[config.mk]
export PLATFORM = sky130hd
export DESIGN_NAME = fifo_queue_with_removal_flat
export DESIGN_NICKNAME = d
export VERILOG_FILES = /design/src/rtl/fqr_pkg.sv /design/src/rtl/fqr_req_if.sv /design/src/rtl/fqr_rsp_if.sv /design/src/rtl/fqr_links.sv /design/src/rtl/fqr_core.sv /design/src/rtl/fifo_queue_with_removal.sv /design/src/flat_wrapper.sv
export VERILOG_INCLUDE_DIRS = /design/src /design/src/rtl
export SDC_FILE = /design/constraint.sdc
export NUM_CORES = 1
export LEC_CHECK = 0
export BUFFER_PORTS_ARGS = -buffer_cell sky130_fd_sc_hd__buf_2
export CAP_MARGIN = 30
export CORE_MARGIN = 2
export CORE_UTILIZATION = 50
export DETAILED_ROUTE_END_ITERATION = 8
export GPL_TIMING_DRIVEN = 0
export PLACE_DENSITY_LB_ADDON = 0.12
export SLEW_MARGIN = 20
export SYNTH_ARGS = -nofsm -noshare
export SYNTH_HDL_FRONTEND = slang
export SYNTH_SLANG_ARGS = --single-unit
[constraint.sdc]
create_clock -name clk -period 4.97 [get_ports clk]
set_clock_uncertainty 0.05 [all_clocks]
set_input_delay 0.497 -clock clk [delete_from_list [all_inputs] [get_ports clk]]
set_output_delay 0.497 -clock clk [all_outputs]
set_load 0.01 [all_outputs]
[src/rtl/assert_macros.svh]
// Assertion macros shared by the RTL.
// Clocked on clk, disabled while arst_n is low.
`ifndef ASSERT_MACROS_SVH
`define ASSERT_MACROS_SVH

// Implication checked at every rising edge of clk.
`define ASSERT_IMPLY(lbl, ante, cons, msg) \
	lbl: assert property (@(posedge clk) disable iff (!arst_n) (ante) |-> (cons)) \
		else $error(msg);

// Condition that must hold at every rising edge of clk.
`define ASSERT_ALWAYS(lbl, cond, msg) \
	lbl: assert property (@(posedge clk) disable iff (!arst_n) (cond)) \
		else $error(msg);

`endif

[src/rtl/fqr_pkg.sv]
// Package for the linked thread queue: sizes, op and status codes, structs.
// No dependencies.
package fqr_pkg;

	localparam int MAX_IDS = 16;
	localparam int ID_W    = $clog2(MAX_IDS);
	localparam int CNT_W   = $clog2(MAX_IDS + 1);

	typedef enum logic [1:0] {
		OP_ENQ = 2'd0,
		OP_DEQ = 2'd1,
		OP_REM = 2'd2,
		OP_NOP = 2'd3
	} op_t;

	typedef enum logic [1:0] {
		ST_DONE   = 2'd0,
		ST_EMPTY  = 2'd1,
		ST_ABSENT = 2'd2,
		ST_DUP    = 2'd3
	} status_t;

	typedef struct packed {
		logic            next_we;
		logic [ID_W-1:0] next_addr;
		logic [ID_W-1:0] next_data;
		logic            prev_we;
		logic [ID_W-1:0] prev_addr;
		logic [ID_W-1:0] prev_data;
	} link_wr_t;

	typedef struct packed {
		status_t          status;
		logic [ID_W-1:0]  taken_id;
		logic [ID_W-1:0]  head_id;
		logic             is_empty;
		logic [CNT_W-1:0] entry_count;
	} rsp_t;

endpackage

[src/rtl/fqr_req_if.sv]
// Request channel: valid/ready handshake with op and thread_id.
// Depends on fqr_pkg.
interface fqr_req_if;
	logic                    valid;
	logic                    ready;
	logic [1:0]              op;
	logic [fqr_pkg::ID_W-1:0] thread_id;

	modport source (output valid, output op, output thread_id, input ready);
	modport sink   (input valid, input op, input thread_id, output ready);
endinterface

[src/rtl/fqr_rsp_if.sv]
// Result channel: valid/ready handshake with status, ids, empty flag, count.
// Depends on fqr_pkg.
interface fqr_rsp_if;
	logic                      valid;
	logic                      ready;
	logic [1:0]                status;
	logic [fqr_pkg::ID_W-1:0]  taken_id;
	logic [fqr_pkg::ID_W-1:0]  head_id;
	logic                      is_empty;
	logic [fqr_pkg::CNT_W-1:0] entry_count;

	modport source (output valid, output status, output taken_id, output head_id,
		output is_empty, output entry_count, input ready);
	modport sink   (input valid, input status, input taken_id, input head_id,
		input is_empty, input entry_count, output ready);
endinterface

[src/rtl/fqr_links.sv]
// Next and previous link memories, one write and one registered read each.
// Read forwards a write to the same entry at the same edge. Depends on fqr_pkg.
module fqr_links (
	input  logic                     clk,
	input  logic                     rd_en,
	input  logic [fqr_pkg::ID_W-1:0] rd_next_addr,
	input  logic [fqr_pkg::ID_W-1:0] rd_prev_addr,
	input  fqr_pkg::link_wr_t        wr,
	output logic [fqr_pkg::ID_W-1:0] next_s1,
	output logic [fqr_pkg::ID_W-1:0] prev_s1
);
	import fqr_pkg::*;

	logic [ID_W-1:0] next_mem [MAX_IDS];
	logic [ID_W-1:0] prev_mem [MAX_IDS];

	always_ff @(posedge clk) begin
		if (wr.next_we) begin
			next_mem[wr.next_addr] <= wr.next_data;
		end
		if (rd_en) begin
			if (wr.next_we && (wr.next_addr == rd_next_addr)) begin
				next_s1 <= wr.next_data;
			end else begin
				next_s1 <= next_mem[rd_next_addr];
			end
		end
	end

	always_ff @(posedge clk) begin
		if (wr.prev_we) begin
			prev_mem[wr.prev_addr] <= wr.prev_data;
		end
		if (rd_en) begin
			if (wr.prev_we && (wr.prev_addr == rd_prev_addr)) begin
				prev_s1 <= wr.prev_data;
			end else begin
				prev_s1 <= prev_mem[rd_prev_addr];
			end
		end
	end

endmodule

[src/rtl/fqr_core.sv]
// Queue state (head, tail, count, queued marks) and the per-request update.
// Issues link writes and builds the result. Depends on fqr_pkg.
module fqr_core (
	input  logic                     clk,
	input  logic                     arst_n,
	input  logic                     fire,
	input  logic [1:0]               op_s1,
	input  logic [fqr_pkg::ID_W-1:0] id_s1,
	input  logic [fqr_pkg::ID_W-1:0] link_next,
	input  logic [fqr_pkg::ID_W-1:0] link_prev,
	output fqr_pkg::rsp_t            res,
	output fqr_pkg::link_wr_t        wr,
	output logic [fqr_pkg::ID_W-1:0] head_nxt
);
	import fqr_pkg::*;

	logic [ID_W-1:0]    head_q, tail_q, head_d, tail_d, tid;
	logic [CNT_W-1:0]   count_q, count_d;
	logic [MAX_IDS-1:0] mark_q, mark_d;
	logic               nonempty, at_head, at_tail, do_unlink;
	op_t                op;
	status_t            status;
	logic [ID_W-1:0]    taken;
	link_wr_t           wr_c;

	assign op       = op_t'(op_s1);
	assign tid      = (op == OP_DEQ) ? head_q : id_s1;
	assign nonempty = (count_q != '0);
	assign at_head  = (tid == head_q);
	assign at_tail  = (tid == tail_q);

	always_comb begin
		head_d    = head_q;
		tail_d    = tail_q;
		count_d   = count_q;
		mark_d    = mark_q;
		status    = ST_DONE;
		taken     = '0;
		wr_c      = '0;
		do_unlink = 1'b0;
		case (op)
			OP_ENQ: begin
				if (mark_q[id_s1]) begin
					status = ST_DUP;
				end else begin
					if (!nonempty) begin
						head_d = id_s1;
					end else begin
						wr_c.next_we   = 1'b1;
						wr_c.next_addr = tail_q;
						wr_c.next_data = id_s1;
						wr_c.prev_we   = 1'b1;
						wr_c.prev_addr = id_s1;
						wr_c.prev_data = tail_q;
					end
					tail_d        = id_s1;
					mark_d[id_s1] = 1'b1;
					count_d       = count_q + CNT_W'(1);
				end
			end
			OP_DEQ: begin
				if (!nonempty) begin
					status = ST_EMPTY;
				end else begin
					taken     = head_q;
					do_unlink = 1'b1;
				end
			end
			OP_REM: begin
				if (!nonempty) begin
					status = ST_EMPTY;
				end else if (!mark_q[id_s1]) begin
					status = ST_ABSENT;
				end else begin
					taken     = id_s1;
					do_unlink = 1'b1;
				end
			end
			default: begin
			end
		endcase
		if (do_unlink) begin
			if (at_head && at_tail) begin
				head_d = '0;
				tail_d = '0;
			end else if (at_head) begin
				head_d = link_next;
			end else if (at_tail) begin
				tail_d = link_prev;
			end else begin
				wr_c.next_we   = 1'b1;
				wr_c.next_addr = link_prev;
				wr_c.next_data = link_next;
				wr_c.prev_we   = 1'b1;
				wr_c.prev_addr = link_next;
				wr_c.prev_data = link_prev;
			end
			mark_d[tid] = 1'b0;
			count_d     = count_q - CNT_W'(1);
		end
	end

	always_comb begin
		wr         = wr_c;
		wr.next_we = wr_c.next_we & fire;
		wr.prev_we = wr_c.prev_we & fire;
	end

	assign res.status      = status;
	assign res.taken_id    = taken;
	assign res.head_id     = (count_d != '0) ? head_d : '0;
	assign res.is_empty    = (count_d == '0);
	assign res.entry_count = count_d;

	assign head_nxt = fire ? head_d : head_q;

	always_ff @(posedge clk or negedge arst_n) begin
		if (!arst_n) begin
			head_q  <= '0;
			tail_q  <= '0;
			count_q <= '0;
			mark_q  <= '0;
		end else if (fire) begin
			head_q  <= head_d;
			tail_q  <= tail_d;
			count_q <= count_d;
			mark_q  <= mark_d;
		end
	end

endmodule

[src/rtl/fifo_queue_with_removal.sv]
// Linked FIFO of thread ids with enqueue, dequeue and remove-by-id.
// Stages: request stage (request and link reads), then output register (result).
// Throughput: one request per cycle while rsp.ready is high; update is combinational.
// Reset clears head, tail, count and queued marks; the link memories are
// not cleared and need no clearing pass, so requests are taken right away.
`include "assert_macros.svh"

module fifo_queue_with_removal (
	input  logic       clk,
	input  logic       arst_n,
	fqr_req_if.sink    req,
	fqr_rsp_if.source  rsp
);
	import fqr_pkg::*;

	logic            valid_s1, fire, accept, out_valid_q;
	logic [1:0]      op_s1;
	logic [ID_W-1:0] id_s1, link_next_s1, link_prev_s1, head_nxt, rd_next_addr;
	rsp_t            res, out_q;
	link_wr_t        wr;

	assign fire      = valid_s1 && (!out_valid_q || rsp.ready);
	assign req.ready = !valid_s1 || fire;
	assign accept    = req.valid && req.ready;

	// dequeue reads the link of the head as it stands after the request in flight
	assign rd_next_addr = (op_t'(req.op) == OP_DEQ) ? head_nxt : req.thread_id;

	always_ff @(posedge clk or negedge arst_n) begin
		if (!arst_n) begin
			valid_s1 <= 1'b0;
		end else if (req.ready) begin
			valid_s1 <= req.valid;
		end
	end

	always_ff @(posedge clk) begin
		if (accept) begin
			op_s1 <= req.op;
			id_s1 <= req.thread_id;
		end
	end

	fqr_links u_links (
		.clk          (clk),
		.rd_en        (accept),
		.rd_next_addr (rd_next_addr),
		.rd_prev_addr (req.thread_id),
		.wr           (wr),
		.next_s1      (link_next_s1),
		.prev_s1      (link_prev_s1)
	);

	fqr_core u_core (
		.clk       (clk),
		.arst_n    (arst_n),
		.fire      (fire),
		.op_s1     (op_s1),
		.id_s1     (id_s1),
		.link_next (link_next_s1),
		.link_prev (link_prev_s1),
		.res       (res),
		.wr        (wr),
		.head_nxt  (head_nxt)
	);

	always_ff @(posedge clk or negedge arst_n) begin
		if (!arst_n) begin
			out_valid_q <= 1'b0;
		end else if (fire) begin
			out_valid_q <= 1'b1;
		end else if (rsp.ready) begin
			out_valid_q <= 1'b0;
		end
	end

	always_ff @(posedge clk) begin
		if (fire) begin
			out_q <= res;
		end
	end

	assign rsp.valid       = out_valid_q;
	assign rsp.status      = out_q.status;
	assign rsp.taken_id    = out_q.taken_id;
	assign rsp.head_id     = out_q.head_id;
	assign rsp.is_empty    = out_q.is_empty;
	assign rsp.entry_count = out_q.entry_count;

	`ASSERT_IMPLY(a_empty_cnt, rsp.valid, rsp.is_empty == (rsp.entry_count == '0), "empty flag vs count")
	`ASSERT_IMPLY(a_empty_head, rsp.valid && rsp.is_empty, rsp.head_id == '0, "head not zero when empty")
	`ASSERT_IMPLY(a_fail_taken, rsp.valid && (rsp.status != ST_DONE), rsp.taken_id == '0, "id taken on failed request")
	`ASSERT_ALWAYS(a_ready_idle, valid_s1 || req.ready, "request stalled with empty stage")

endmodule

[src/flat_wrapper.sv]
// flat-port wrapper written by rule: the top's interface ports become plain ports
module fifo_queue_with_removal_flat import fqr_pkg::*;
  (clk, arst_n, req_valid, req_op, req_thread_id, req_ready, rsp_valid, rsp_status, rsp_taken_id, rsp_head_id, rsp_is_empty, rsp_entry_count, rsp_ready);
  fqr_req_if req_i ();
  fqr_rsp_if rsp_i ();
  input  logic clk;
  input  logic arst_n;
  input wire logic [$bits(req_i.valid)-1:0] req_valid;
  input wire logic [$bits(req_i.op)-1:0] req_op;
  input wire logic [$bits(req_i.thread_id)-1:0] req_thread_id;
  output wire logic [$bits(req_i.ready)-1:0] req_ready;
  output wire logic [$bits(rsp_i.valid)-1:0] rsp_valid;
  output wire logic [$bits(rsp_i.status)-1:0] rsp_status;
  output wire logic [$bits(rsp_i.taken_id)-1:0] rsp_taken_id;
  output wire logic [$bits(rsp_i.head_id)-1:0] rsp_head_id;
  output wire logic [$bits(rsp_i.is_empty)-1:0] rsp_is_empty;
  output wire logic [$bits(rsp_i.entry_count)-1:0] rsp_entry_count;
  input wire logic [$bits(rsp_i.ready)-1:0] rsp_ready;
  assign req_i.valid = req_valid;
  assign req_i.op = req_op;
  assign req_i.thread_id = req_thread_id;
  assign req_ready = req_i.ready;
  assign rsp_valid = rsp_i.valid;
  assign rsp_status = rsp_i.status;
  assign rsp_taken_id = rsp_i.taken_id;
  assign rsp_head_id = rsp_i.head_id;
  assign rsp_is_empty = rsp_i.is_empty;
  assign rsp_entry_count = rsp_i.entry_count;
  assign rsp_i.ready = rsp_ready;
  fifo_queue_with_removal u_core (.clk(clk), .arst_n(arst_n), .req(req_i), .rsp(rsp_i));
endmodule
==> results of run 1 <==
[cell families (layout without fill, tap and decap cells)]
| group | after synthesis | in the layout | synth area share [%] |
|---|---|---|---|
| XOR/XNOR | 23 | 23 | 2.242 |
| AND/OR/NAND/NOR | 200 | 200 | 11.57 |
| AO/OA/AOI/OAI | 145 | 145 | 11.49 |
| buffers and inverters | 47 | 106 | 2.646 |
| flip-flops | 189 | 189 | 61.44 |
| adder cells (fa/ha/maj) | 7 | 7 | 0.9748 |
| multiplexers | 58 | 58 | 9.636 |
[per-stage QoR]
| stage | total power [mW] | hold slack, ns |
|---|---|---|
| after global routing | 4.544 | 0.1234 |
| after CTS | 4.356 | 0.1068 |
| after floorplan | 2.732 | 0.1514 |
| after detailed placement | 3.039 | 0.4434 |
| final | 4.347 | 0.07759 |
| after global placement | 3.010 | 0.4194 |
[synthesized netlist by cell type (3+ instances only)]
master | number | share of area, %
dfrtp_1 | 31 | 8.6
nor2_1 | 48 | 2.0
buf_2 | 10 | 0.56
mux2i_1 | 26 | 2.9
mux2_2 | 3 | 0.38
nand2b_1 | 27 | 1.9
inv_1 | 17 | 0.71
nor3_1 | 18 | 1.0
nand3_1 | 18 | 1.0
clkbuf_1 | 10 | 0.42
mux4_2 | 21 | 5.3
xnor2_1 | 15 | 1.5
a22oi_1 | 22 | 1.8
and3_1 | 4 | 0.28
a21oi_1 | 47 | 2.6
o211ai_1 | 5 | 0.42
o22ai_1 | 7 | 0.49
a22o_1 | 3 | 0.29
a31oi_1 | 8 | 0.56
ha_1 | 7 | 0.97
or3_1 | 5 | 0.35
o21ai_0 | 10 | 0.56
edfxtp_1 | 158 | 53
o31ai_1 | 5 | 0.42
xor2_1 | 8 | 0.78
buf_6 | 3 | 0.38
nor2b_1 | 6 | 0.42
mux2_1 | 5 | 0.63
buf_4 | 4 | 0.33
nor4_1 | 6 | 0.42
o211a_1 | 3 | 0.33
nand2_1 | 45 | 1.9
and2_1 | 7 | 0.49
[path summary, 6_finish.rpt]
kind	start	end	slack (ns)	cells after the start
min in group clk	req_thread_id[0]	u_core.id_s1[0]	0.21	1
hold reg to reg	u_core.valid_s1	u_core.rsp.valid	0.45	1
hold / removal	arst_n	u_core.u_core.mark_q[3]	0.08	1
setup / recovery	u_core.op_s1[1]	u_core.u_links.prev_mem[7][1]	0.53	12
max in group asynchronous	arst_n	u_core.u_core.head_q[3]	4.31	1
setup reg to reg	u_core.op_s1[1]	u_core.u_links.prev_mem[7][1]	0.53	12
[per-layer routing]
layer  wire (microns)  up-vias  track usage (%)
li1                 -     2671                -
met1             8756     2991            29.40
met2            10220      211            36.53
met3             1061       46            4.780
met4              539        0            8.056
met5                0        -                0
[power by group through the flow]
stage | combinational, mW | sequential [mW] | clock [mW]
2_1_floorplan | 0.685 | 2.05 | 0
4_1_cts | 0.981 | 2.03 | 1.34
3_5_place_dp | 0.975 | 2.06 | 0
5_1_grt | 1.08 | 2.05 | 1.41
6_report | 0.989 | 2.03 | 1.32
3_3_place_gp | 0.950 | 2.06 | 0
[cell type report]
cell class                      instances  area (sq um)  area share (%)
Inverter                               17         63.81          0.6381
Timing Repair Buffer                   28         146.4           1.464
Multi-Input combinational cell        433          3241           32.41
Clock buffer                           19         432.9           4.329
Buffer                                 30         175.2           1.752
Clock inverter                         12         133.9           1.339
Tap cell                              229         286.5           2.865
Sequential cell                       189          5520           55.21
[registers in the layout (all words and copies together), names as in the netlist]
name / cells
u_core.u_core.tail_q: 4
u_core.rsp.taken_id: 4
u_core.rsp.is_empty: 1
u_core.u_core.mark_q: 16
u_core.u_links.next_s1: 4
u_core.u_links.next_mem: 64
u_core.id_s1: 4
u_core.op_s1: 2
u_core.rsp.entry_count: 5
u_core.u_core.count_q: 5
u_core.valid_s1: 1
u_core.u_links.prev_s1: 4
u_core.rsp.status: 2
u_core.u_links.prev_mem: 64
u_core.rsp.head_id: 4
u_core.u_core.head_q: 4
u_core.rsp.valid: 1
==> impl_metrics.csv, run 1 <==
group,metric,value,unit
placement,portBuffers,27,
cts,clk_root_buffer_cell,"clkbuf_16",
worst_setup_path,crit_family,"simple AND/OR/NAND/NOR gates",
pwr,leakagePower,3.563,nW
worst_setup_path,setup.worst_path.end_class,"flip-flop",
drt,via_count,5919,
drt,vias_per_cell,6.185,
sta,worst_slack,0.5321,ns
pwr,ir_worst_vdd,0.0002903,V
grt,grt_max_degree,32,
sta,rsz0062_at_grt,"false",
finish,fin_util,56.24,%
cts,clk_pin_slew,0.07,ns
die,io_pins,28,
die,die_width,138.1,microns
pwr,internal-power,3.028,mW
finish,layout.cells.non_filler,957,
sta,relSlewSlack,41.19,%
drt,drc_errors,0,
pwr,pwr-share-comb,22.8,%
cts,tritoncts.num_buffers,17,
synthesis,syn_area_per_cell,13.43,sq um
drt,dr.pass1.iters,6,
synthesis,syn_area,0.008985,sq mm
worst_setup_path,crit_chain,"inv_1 > ha_1 > buf_2 > mux2i_1 > xor2_1 > nand4_1 > nand2_1 > nor2_4 > a22oi_1 > inv_1 > nand2_1 > nor3_1",
min_path,hp-class,"in -> async",
sta,tightest_slew,0.8741,ns
cts,cts-htree-levels,4,
sta,fin_tns_setup,0,ns
finish,nNetsFinal,733,
worst_setup_path,crit_slowest_cell,"inv_1",
sta,finalHoldViolCount,0,
finish,area_delta_synth_final,11.29,%
pwr,clkPwrFrac,30.5,%
synthesis,async_reset_ff_share,16.40,%
die,dieArea,0.01906,sq mm
grt,grt-ovfl-total,0,
cts,cts_hold_buf,0,
die,std_cell_rows,49,
grt,grt_use_total,22.20,%
die,coreArea,0.01778,sq mm
synthesis,syn_nets,686,
sta,fin_crit_sh,89.29,%
grt,grt_pass1_vias,6023,
drt,drt_iter0_markers,435,
cts,clockBufferDepth,2,
finish,final_cell_area,0.01000,sq mm
cts,postCtsSetupRepairBufs,0,
finish,diodes,0,
synthesis,syn_inst,669,
drt,routed_wirelength,20580,microns
cts,cts-resized-gates,0,
worst_setup_path,path_max_fanout,19,
grt,antenna_found_initial,0,
pwr,swShare,30.36,%
cts,cts_tree,"built",
drt,antenna_left,0,
worst_setup_path,cp.arrival,4.45,ns
synthesis,synth_cell_types,77,
synthesis,ys_ff_latch,189,
placement,dp.final_hpwl,14580,microns
synthesis,synth-edff-count,158,
finish,final_cell_mix,"edfxtp_1, a21oi_1, nor2_1, nand2_1, buf_2",
placement,gp_congestion,0.9864,
sta,finalSetupViolCount,0,
worst_setup_path,crit_buf_inv,3,
finish,drive_gt1_share,17.72,%
synthesis,yosysSeqAreaShare,61.44,%
worst_setup_path,worstPathRequired,4.98,ns
sta,max_freq,0.2253,GHz
grt,grt_pass1_wl,32990,microns
outcome,status,"finished, final reports clean",
pwr,p_sw,1.320,mW
finish,final_common_cell,"edfxtp_1",
cts,insertion_delay,0.43,ns
sta,fin_crit,4.438,ns
drt,post_drt_wl_per_cell,21.51,microns
worst_setup_path,start_kind,"flip-flop",
job,cap_violations,0,
cts,clock-sinks,189,
synthesis,ys_warn_count,0,
pwr,p_per_area,434.7,mW/mm^2
sta,report.final.slew_viol_count,0,
placement,post_dp_cell_area,0.009422,sq mm
die,dieHeight,138.1,microns
pwr,seq_power_share,46.8,%
placement,dp.cells,925,
worst_setup_path,path_class,"reg -> reg",
worst_setup_path,critPathMaxStageDelay,0.62,ns
finish,fillers,1468,
synthesis,synth_flop_cell,"edfxtp_1",
die,initial_utilization,50.53,%
placement,pre_cts_slack,0.5105,ns
(Power assumes the default switching activity.)
==> run 2: changes to the inputs <==
- clock period: 4.97 -> 4.1 ns (I/O delays scaled with it)
==> run 2 against run 1 <==
Compared with the run above: the run now ends with negative hold slack left; global-route usage rose by 0.076 points; flip-flop and latch count did not move; cell count rose by 1.3%; worst setup slack got worse by 0.39 ns; power rose by 24%; largest cell class unchanged; largest power group unchanged; highest routed layer unchanged.
==> impl_metrics.csv, run 2 (synthesis gave the netlist of run 1 again) <==
group,metric,value,unit
grt,antenna_found_initial,0,
sta,fin_crit_sh,96.59,%
worst_setup_path,path_max_fanout,10,
finish,fin_util,57.37,%
min_path,hp-class,"in -> async",
drt,post_drt_wl_per_cell,21.90,microns
drt,via_count,6001,
finish,final_cell_mix,"edfxtp_1, a21oi_1, nor2_1, nand2_1, buf_2",
drt,dr.pass1.iters,5,
finish,final_common_cell,"edfxtp_1",
die,dieArea,0.01906,sq mm
pwr,clkPwrFrac,29.9,%
worst_setup_path,setup.worst_path.end_class,"flip-flop",
placement,dp.final_hpwl,14580,microns
grt,grt-ovfl-total,0,
worst_setup_path,path_class,"reg -> reg",
sta,finalSetupViolCount,0,
cts,cts_tree,"built",
cts,clockBufferDepth,2,
pwr,design_power_total,5.377,mW
sta,relSlewSlack,44.55,%
sta,fin_crit,3.960,ns
cts,cts-htree-levels,4,
pwr,swShare,30.88,%
pwr,p_sw,1.661,mW
cts,cts_hold_buf,0,
sta,finalHoldViolCount,6,
die,io_pins,28,
sta,report.final.slew_viol_count,0,
pwr,seq_power_share,46.0,%
cts,clk_pin_slew,0.07,ns
finish,layout.cells.non_filler,969,
pwr,pwr-share-comb,24.1,%
finish,area_delta_synth_final,13.52,%
cts,clk_root_buffer_cell,"clkbuf_16",
cts,insertion_delay,0.43,ns
job,cap_violations,0,
pwr,ir_worst_vdd,0.0003859,V
die,coreArea,0.01778,sq mm
die,std_cell_rows,49,
finish,multi_input_area,0.003364,sq mm
pwr,internal-power,3.717,mW
sta,max_freq,0.2525,GHz
grt,grt_pass1_vias,6050,
die,dieHeight,138.1,microns
drt,vias_per_cell,6.193,
pwr,leakagePower,3.618,nW
worst_setup_path,reg2reg_depth,12,
drt,routed_wirelength,21220,microns
placement,gp_congestion,0.9864,
grt,grt_use_total,22.28,%
placement,portBuffers,27,
finish,diodes,0,
grt,grt_pass1_wl,33120,microns
drt,drt_iter0_markers,429,
cts,clock-sinks,189,
sta,holdWs,-0.002817,ns
sta,tightest_slew,0.8318,ns
placement,dp.cells,925,
finish,drive_gt1_share,21.08,%
finish,top_regs,"u_core.u_links.next_mem: 64 flops, u_core.u_links.prev_mem: 64 flops, u_core.u_core.mark_q: 16 flops",
drt,drc_errors,0,
die,die_width,138.1,microns
worst_setup_path,worstPathRequired,4.22,ns
die,initial_utilization,50.53,%
sta,rsz0062_at_grt,"true",
grt,grt_max_degree,32,
finish,nNetsFinal,745,
finish,fillers,1438,
cts,tritoncts.num_buffers,17,
finish,seqCellArea,0.005520,sq mm
worst_setup_path,start_kind,"flip-flop",
drt,antenna_left,0,
outcome,status,"finished, violations left",
worst_setup_path,cp.arrival,4.08,ns
outcome,violations,"negative hold slack",
pwr,p_per_area,527.2,mW/mm^2
## run 2: cell count changes in the layout (fill, tap and decap cells not counted), moves of 2 or more
cell | before | now
a22oi_2 | 1 | 4
nor2_4 | 1 | 4
nor2_2 | 3 | 0
inv_1 | 17 | 14
a22oi_1 | 22 | 19
inv_2 | 0 | 2
buf_4 | 4 | 15
nor3_1 | 18 | 13
mux2i_4 | 0 | 2
nor3_2 | 1 | 6
## run 2: power by group through the flow
stage          combinational, mW  sequential (mW)  clock (mW)
6_report                    1.30             2.47        1.61
5_1_grt                     1.41             2.49        1.71
4_1_cts                     1.22             2.46        1.63
3_5_place_dp                1.18             2.50           0
3_3_place_gp                1.15             2.50           0
2_1_floorplan              0.830             2.48           0
## run 2: worst max-delay path, cell delays in order, from the launching register on
cell and delay, ns:
dfrtp_1 0.43, inv_1 0.13, ha_1 0.19, or4b_4 0.53, and3_4 0.23, nor3_2 0.43, buf_2 0.34, o21ai_1 0.27
a21oi_4 0.25, xnor2_1 0.19, nor4_4 0.08, and2_4 0.21, o41a_1 0.38
## run 2: per-layer routing
layer	vias up	share of wire, %	track usage [%]
met5	-	0	0
met4	0	2.3	8.217
met3	43	5.3	4.780
met2	227	50	36.63
met1	3029	42	29.48
li1	2702	-	-
## run 2: final cells by class
cell class	count	area share, %
buffer	30	1.730
multi-input combinational	435	32.99
tap	229	2.809
inverter	17	0.6624
clock inverter	12	1.313
clock buffer	19	4.244
timing repair buffer	38	2.134
sequential	189	54.12
## run 2: through the flow
stage | setup slack, ns | instance area [sq um] | hold slack (ns) | setup TNS (ns)
finish | 0.1398 | 10200 | -0.002817 | 0
global route | -0.02540 | 10200 | 0.03635 | -0.02540
CTS | -0.06992 | 10050 | 0.01985 | -0.5452
detailed placement | -0.3595 | 9422 | 0.4434 | -11.59
global placement | -0.7899 | 9407 | 0.4194 | -28.82
floorplan | 0.4332 | 8985 | 0.06441 | 0
## run 2: path summary, 6_finish.rpt
| kind | from | endpoint | slack [ns] |
|---|---|---|---|
| worst min register to register | u_core.valid_s1 | u_core.rsp.valid | 0.45 |
| worst min-delay path | arst_n | u_core.u_core.mark_q[3] | -0.003 |
| max in group asynchronous | arst_n | u_core.u_core.head_q[3] | 3.51 |
| worst max register to register | u_core.u_core.count_q[0] | u_core.u_links.next_s1[2] | 0.14 |
| worst max-delay path | u_core.u_core.count_q[0] | u_core.u_links.next_s1[2] | 0.14 |
| min in group clk | req_thread_id[0] | u_core.id_s1[0] | 0.12 |
## run 2: timing repair
item | in CTS | in global routing
cloned | 0 | 2
pin swaps | 1 | 4
buffers inserted | 5 | 6
resized for setup | 7 | 16
endpoints found under the setup margin | 76 | 128
==> run 3: changes to the inputs <==
- clock period: 4.1 -> 4.7 ns (I/O delays scaled with it)
==> run 3 against run 2 <==
Compared with the run above: core utilization decreased by 0.94 points; highest routed layer unchanged; cell count shrank 1.0%; worst hold slack improved by 0.059 ns; the run now ends clean; combinational power decreased by 18%.
==> impl_metrics.csv, run 3 (synthesis gave the netlist of run 1 again) <==
group,metric,value,unit
outcome,status,"finished, final reports clean",
worst_setup_path,worstReg2RegStart,"u_core.op_s1[1]",
drt,drt_iter0_markers,428,
drt,via_count,5895,
cts,clk_root_buffer_cell,"clkbuf_16",
grt,grt_max_degree,32,
sta,finalHoldViolCount,0,
pwr,design_power_total,4.611,mW
drt,antenna_left,0,
cts,clockBufferDepth,2,
min_path,hp-class,"in -> async",
cts,clock-sinks,189,
die,dieArea,0.01906,sq mm
job,cap_violations,0,
sta,tightest_slew,0.8605,ns
placement,dp.final_hpwl,14580,microns
grt,grt_pass1_vias,6023,
sta,report.final.slew_viol_count,0,
cts,insertion_delay,0.43,ns
grt,grt-ovfl-total,0,
worst_setup_path,worstPathRequired,4.71,ns
finish,nNetsFinal,735,
die,dieHeight,138.1,microns
sta,rsz0062_at_grt,"false",
cts,cts-htree-levels,4,
worst_setup_path,cp.arrival,4.32,ns
placement,pre_cts_slack,0.2405,ns
sta,holdWs,0.05658,ns
worst_setup_path,path_class,"reg -> reg",
placement,gp_congestion,0.9864,
finish,final_common_cell,"edfxtp_1",
drt,routed_wirelength,20610,microns
cts,clk_pin_slew,0.07,ns
grt,grt_pass1_wl,32990,microns
pwr,p_per_area,459.6,mW/mm^2
sta,fin_crit_sh,91.72,%
die,die_width,138.1,microns
finish,top_regs,"u_core.u_links.next_mem: 64 flops, u_core.u_links.prev_mem: 64 flops, u_core.u_core.mark_q: 16 flops",
cts,tritoncts.num_buffers,17,
placement,portBuffers,27,
grt,antenna_found_initial,0,
drt,dr.pass1.iters,5,
finish,diodes,0,
sta,fin_crit,4.311,ns
worst_setup_path,start_kind,"flip-flop",
cts,cts_hold_buf,0,
finish,area_delta_synth_final,11.67,%
sta,worst_slack,0.3890,ns
finish,final_cell_mix,"edfxtp_1, a21oi_1, nor2_1, nand2_1, buf_2",
sta,finalSetupViolCount,0,
drt,vias_per_cell,6.147,
drt,post_drt_wl_per_cell,21.49,microns
worst_setup_path,setup.worst_path.end_class,"flip-flop",
grt,grt_use_total,22.20,%
die,io_pins,28,
pwr,ir_worst_vdd,0.0003156,V
die,initial_utilization,50.53,%
sta,max_freq,0.2320,GHz
sta,relSlewSlack,42.10,%
drt,drc_errors,0,
pwr,leakagePower,3.566,nW
die,coreArea,0.01778,sq mm
die,std_cell_rows,49,
cts,cts_tree,"built",
worst_setup_path,worstSetupStartpoint,"u_core.op_s1[1]",
finish,drive_gt1_share,18.22,%
worst_setup_path,path_max_fanout,20,
## run 3: changes by cell type in the layout (fill, tap and decap cells not counted), sizes merged
| cell | change |
|---|---|
| a21oi | -2 |
| buf | -8 |
## run 3: final timing paths
check,to,slack (ns),depth (start not counted)
setup / recovery,u_core.u_links.prev_mem[11][2],0.39,12
hold / removal,u_core.u_core.mark_q[3],0.06,1
setup reg to reg,u_core.u_links.prev_mem[11][2],0.39,12
hold reg to reg,u_core.rsp.valid,0.45,1
max in group asynchronous,u_core.u_core.head_q[3],4.05,1
min in group clk,u_core.id_s1[0],0.18,1
## run 3: routing by layer
layer / up-vias / track usage, % / wire length, microns
li1: 2677 / - / -
met1: 2976 / 29.40 / 8930
met2: 196 / 36.53 / 10170
met3: 46 / 4.780 / 950
met4: 0 / 8.056 / 557
met5: - / 0 / 0
## run 3: layout make-up
class / count / area, sq um
Buffer: 30 / 175.2
Clock buffer: 19 / 432.9
Clock inverter: 12 / 133.9
Fill cell: 1468 / 7746
Inverter: 17 / 67.56
Multi-Input combinational cell: 433 / 3256
Sequential cell: 189 / 5520
Tap cell: 229 / 286.5
Timing Repair Buffer: 30 / 161.4
## run 3: worst max-delay path: stages (launching register included)
cell      delay, ns
edfxtp_1       0.42
inv_1          0.10
ha_1           0.13
buf_2          0.21
mux2_2         0.42
xnor2_1        0.14
nand4_1        0.33
nand2_1        0.20
nor2_4         0.24
a22oi_1        0.22
inv_1          0.55
nand2_1        0.33
nor3_1         0.59
## run 3: repair_timing
action                     4_1_cts  5_1_grt
resized for setup                0        4
setup endpoints to repair        0       17
buffers inserted                 0        2
## run 3: power breakdown
group / switching, mW / leakage, nW / internal [mW] / total, mW
Clock: 0.619 / 0.278 / 0.787 / 1.41
Combinational: 0.671 / 1.43 / 0.385 / 1.06
Sequential: 0.115 / 1.85 / 2.03 / 2.15
## run 3: per-stage QoR
step	utilization (%)	cells	area (sq um)	setup TNS [ns]
after floorplan	-	669	8985	0
after global placement	52.91	925	9407	-1.516
after CTS	56.18	956	9988	0
after global routing	56.43	959	10030	0
after detailed placement	52.99	925	9422	0
final	56.43	959	10030	0
